File: src/rtl/core/tot_pkg.sv
`default_nettype none
package tot_pkg;
   localparam int TAPS = 31;
   localparam int COEF_WIDTH = 16;
   localparam int AXES = 3;
   localparam int TABLE_LEN = 31;
   localparam int TAP_IDX_W = (TAPS > 1) ? $clog2(TAPS) : 1;
   localparam int AXIS_IDX_W = (AXES > 1) ? $clog2(AXES) : 1;
   localparam int ACC_W = 48;

   localparam logic [0:0] REG_SWING_THRESHOLD = 1'b0;
   localparam logic [0:0] REG_STALE_TIMEOUT = 1'b1;

   typedef enum logic [2:0] {
      ST_IDLE,
      ST_SHIFT,
      ST_MAC,
      ST_ROUND,
      ST_TRACK,
      ST_NEXT,
      ST_OUT
   } state_type;

   typedef struct packed {
      logic tick_inc;
      logic shift;
      logic acc_clear;
      logic mac;
      logic round;
      logic track;
      logic load_out;
      logic [AXIS_IDX_W-1:0] axis;
      logic [TAP_IDX_W-1:0] tap;
   } cmd_type;

   function automatic logic [COEF_WIDTH-1:0] coef_at(input int n);
      logic [63:0] e12;
      int k;
      logic [127:0] p;
      e12 = 64'd0;
      k = (n < 16) ? n : (TABLE_LEN - 1 - n);
      if (n < 0 || n >= TABLE_LEN) return '0;
      case (k)
         0: e12 = 64'd21395026598;
         1: e12 = 64'd22735500344;
         2: e12 = 64'd24115319317;
         3: e12 = 64'd25533599101;
         4: e12 = 64'd26989312673;
         5: e12 = 64'd28481289457;
         6: e12 = 64'd30008208454;
         7: e12 = 64'd31568597835;
         8: e12 = 64'd33160828636;
         9: e12 = 64'd34783114994;
         10: e12 = 64'd36433508516;
         11: e12 = 64'd38109899252;
         12: e12 = 64'd39810010843;
         13: e12 = 64'd41531402341;
         14: e12 = 64'd43271464239;
         15: e12 = 64'd44145834799;
         default: e12 = 64'd0;
      endcase
      p = ({64'd0, e12} << COEF_WIDTH) + 128'd500000000000;
      p = p / 128'd1000000000000;
      return p[COEF_WIDTH-1:0];
   endfunction
endpackage
`default_nettype wire

File: src/rtl/core/tot_ctrl.sv
`default_nettype none
module tot_ctrl (
   input  wire logic clock,
   input  wire logic reset,
   input  wire logic req_fire,
   input  wire logic rsp_busy,
   output tot_pkg::cmd_type cmd,
   output logic idle
);
   tot_pkg::state_type state_ff, state_in;
   logic [tot_pkg::AXIS_IDX_W-1:0] axis_ff, axis_in;
   logic [tot_pkg::TAP_IDX_W-1:0] tap_ff, tap_in;

   always_ff @(posedge clock) begin
      if (reset) begin
         state_ff <= tot_pkg::ST_IDLE;
         axis_ff <= '0;
         tap_ff <= '0;
      end else begin
         state_ff <= state_in;
         axis_ff <= axis_in;
         tap_ff <= tap_in;
      end
   end

   always_comb begin
      state_in = state_ff;
      axis_in = axis_ff;
      tap_in = tap_ff;
      cmd = '0;
      cmd.axis = axis_ff;
      cmd.tap = tap_ff;
      idle = 1'b0;
      case (state_ff)
         tot_pkg::ST_IDLE: begin
            idle = !rsp_busy;
            if (req_fire) begin
               cmd.tick_inc = 1'b1;
               axis_in = '0;
               state_in = tot_pkg::ST_SHIFT;
            end
         end
         tot_pkg::ST_SHIFT: begin
            cmd.shift = 1'b1;
            cmd.acc_clear = 1'b1;
            tap_in = '0;
            state_in = tot_pkg::ST_MAC;
         end
         tot_pkg::ST_MAC: begin
            cmd.mac = 1'b1;
            if (tap_ff == tot_pkg::TAP_IDX_W'(tot_pkg::TAPS - 1)) begin
               state_in = tot_pkg::ST_ROUND;
            end else begin
               tap_in = tap_ff + 1'b1;
            end
         end
         tot_pkg::ST_ROUND: begin
            cmd.round = 1'b1;
            state_in = tot_pkg::ST_TRACK;
         end
         tot_pkg::ST_TRACK: begin
            cmd.track = 1'b1;
            state_in = tot_pkg::ST_NEXT;
         end
         tot_pkg::ST_NEXT: begin
            if (axis_ff == tot_pkg::AXIS_IDX_W'(tot_pkg::AXES - 1)) begin
               state_in = tot_pkg::ST_OUT;
            end else begin
               axis_in = axis_ff + 1'b1;
               state_in = tot_pkg::ST_SHIFT;
            end
         end
         tot_pkg::ST_OUT: begin
            if (!rsp_busy) begin
               cmd.load_out = 1'b1;
               state_in = tot_pkg::ST_IDLE;
            end
         end
         default: state_in = tot_pkg::ST_IDLE;
      endcase
   end
endmodule
`default_nettype wire

File: config.mk
export PLATFORM = sky130hd
export DESIGN_NAME = tot_ctrl
export DESIGN_NICKNAME = d
export VERILOG_FILES = /design/src/rtl/core/tot_pkg.sv /design/src/rtl/core/tot_ctrl.sv
export SDC_FILE = /design/constraint.sdc
export NUM_CORES = 1
export LEC_CHECK = 0
export BUFFER_PORTS_ARGS = -buffer_cell sky130_fd_sc_hd__buf_2
export CORE_MARGIN = 5
export CORE_UTILIZATION = 37
export CTS_CLUSTER_SIZE = 14
export DETAILED_ROUTE_END_ITERATION = 8
export HOLD_SLACK_MARGIN = 0.06
export PLACE_DENSITY = 0.73
export SYNTH_ARGS = -nofsm -noshare
export SYNTH_HDL_FRONTEND = slang
export SYNTH_SLANG_ARGS = --single-unit
File: constraint.sdc
create_clock -name clock -period 4.2 [get_ports clock]
set_input_delay 0.84 -clock clock [delete_from_list [all_inputs] [get_ports clock]]
set_output_delay 0.84 -clock clock [all_outputs]
set_load 0.05 [all_outputs]
==> flow_summary.ini <==
[run_status]
outcome = finished clean

[grt]
track_usage_pct = 12.10
grt_max_degree = 15
grt_overflow_total = 0
grt_antenna_before_repair = 0
grt_pass1_wl_microns = 2387
grt_pass1_vias = 531

[finish]
area_delta_synth_final_pct = 16.90
fin_nets = 99
diodes = 0
nFillCells = 162
layout-drive-gt1-share_pct = 28.89
fin_cells = 106
final_util_pct = 47.16

[critical_path]
cp.buffers_inverters = 3
crit_chain = buf_2 -> or4b_2 -> inv_1 -> buf_2
critical_path_required_ps = 3360
critPathArrivalTime_ps = 1870
path_common_cell = buf_2
critPathTopFamily = simple AND/OR/NAND/NOR gates
crit_type = in2out
max_stage_delay_ps = 620
path_max_fanout = 3
cp_slowest_cell = or4b_2
start_kind = input pin
end_kind = output port

[floorplanning]
start_util_pct = 40.34
die-area_sq_um = 2600
die_x_microns = 51.00
num_io_pins = 19
core_area_sq_um = 1541
num_rows = 14
die_y_microns = 51.00

[flow_run]
maxCapViolations = 0

[detailed_routing]
finalWirelength_microns = 1424
vias_per_cell = 5.821
wl_per_cell_microns = 13.43
ant_nets = 0
drt_iter0_drc = 8
drc = 0
dr.pass1.iters = 3
vias = 617

[synth]
synth_flop_cell = dfxtp_1
ys.warnings.count = 0
synth_top_area_share_pct = 32.19
syn_inst = 75
syn_nets = 82
synth_area_sq_um = 621.8
syn_avg_cell_area_sq_um = 8.291
ys_ff_latch = 10
synth_edf_count = 0
yosys.area.top_type = dfxtp_1
synth.area.top_cells = dfxtp_1 32%, ha_1 6.0%, a21oi_1 4.8%
ys_async_sr_fraction_pct = 0
ys_seq_area_share_pct = 32.19
synthDistinctLibCells = 33

[timing]
finalClockSkew_ps = 1.896
setup_viol = 0
setup_tns_ps = 0
slew_viol_final = 0
tightest_slew_ps = 384.3
grt_setup_unrepaired = no
timing.fmax_mhz = 368.8
finalCriticalPeriod_ps = 2711
relSlewSlack_pct = 74.35
final-hold-violation-count = 0
finalCritPeriodShare_pct = 64.55

[clocking]
clk_pin_slew_ps = 60
cts_tree = built
htree_levels = 1
cts_sinks = 10
post_cts_buffers = 0
post_cts_resized = 0
numCtsBuffers = 3
ctsHoldBuffers = 0
cts_root_buf = clkbuf_4
clk_latency_ps = 260
clock_path_buffers = 2

[place]
port_buffers = 18
dp.cells = 103
dp_hpwl_microns = 1038
place.gp.congestion = 0.7375

[power_and_ir_drop]
p_leak_nw = 0.3164
ir_drop_mv = 0.2439
power_mw = 0.3499
power.density_nw_per_um2 = 481.4

[hold_path]
hold_path.class = reg2reg
## cell usage after synthesis (2+ instances only)
| cell | instances |
|---|---|
| nand2_1 | 3 |
| a41oi_1 | 2 |
| inv_1 | 5 |
| dfxtp_1 | 10 |
| nand3_1 | 5 |
| nor4_1 | 4 |
| and4_1 | 2 |
| nand2b_1 | 3 |
| a21oi_1 | 6 |
| clkbuf_1 | 4 |
| o211ai_1 | 2 |
| ha_1 | 3 |
| and3_1 | 2 |
| nor3b_1 | 2 |
| nor3_1 | 3 |
| or3b_1 | 2 |
## metrics by stage
| stage | hold slack, ps | area (sq um) | worst slack [ps] |
|---|---|---|---|
| final | 495.0 | 726.9 | 1489 |
| after global routing | 518.1 | 726.9 | 1449 |
| after CTS | 498.5 | 726.9 | 1484 |
| after detailed placement | 489.1 | 704.4 | 1486 |
| after global placement | 477.9 | 704.4 | 1493 |
| after floorplan | 615.0 | 621.8 | 1071 |
## cell type report
cell class                 instances  area (sq um)  area share (%)
multi-input combinational         52         366.6           50.43
clock buffer                       3         22.52           3.098
inverter                           7         27.53           3.787
sequential                        10         200.2           27.54
tap                               16         20.02           2.754
timing repair buffer              18         90.09           12.39
## layer usage
layer | GRT usage, % | vias to the layer above | wire (microns)
li1 | - | 320 | -
met1 | 15.34 | 280 | 637
met2 | 17.15 | 12 | 685
met3 | 5.233 | 5 | 73
met4 | 6.383 | 0 | 27
met5 | 0 | - | 0
## kinds of logic after synthesis
kind of cell	count (synthesis)	share of synthesized area, %
AOI/OAI and AO/OA	15	16.30
adders and majority gates	3	6.037
and+or+nand+nor	33	34.81
buffers and inverters	13	8.851
DFF	10	32.19
muxes	1	1.811
## placed cells by master (no fill, tap or decap)
master and count:
o211ai_1 2, clkinv_2 1, nor3_1 3, nand4_1 1
and3_1 2, nor3b_1 2, buf_2 18, a21oi_1 6
or3b_1 2, mux2_2 1, nand2_1 3, or3_1 1
nor2_1 1, clkbuf_4 3, nand3_1 5, a311oi_1 1
and4bb_2 1, or4b_2 1, inv_2 1, dfxtp_1 10
ha_1 3, a31oi_1 1, nor4_1 4, a21o_1 1
or4bb_1 1, a41oi_1 2, a221oi_1 1, a211oi_1 1
inv_1 5, nor4b_1 1, and4_1 2, nand2b_1 3
## worst paths after layout
check	startpoint	end	slack [ps]	cells after the start
setup reg to reg	state_ff[1]$_SDFFE_PP0P_	tap_ff[3]$_SDFFE_PP0P_	2450	3
setup / recovery	req_fire	cmd[13]	1490	4
hold / removal	axis_ff[1]$_SDFFE_PP0P_	axis_ff[1]$_SDFFE_PP0P_	500	2
hold reg to reg	axis_ff[1]$_SDFFE_PP0P_	axis_ff[1]$_SDFFE_PP0P_	500	2
## tightest hold or removal path: cells and delay by family (launching register included)
family / cells / cell delay, ps
compound gates: 1 / 60
flops: 1 / 320
simple gates: 1 / 70
## registers in the layout (all words and copies together) (netlist names)
name and cells:
tap_ff 5, axis_ff 2, state_ff 3
## report_power, final
part | switching [mW] | internal (mW)
Combinational | 0.114 | 0.0437
Sequential | 0.0234 | 0.104
Clock | 0.0313 | 0.0331
Total | 0.169 | 0.181
No activity file was read; power rests on OpenSTA's default activity.
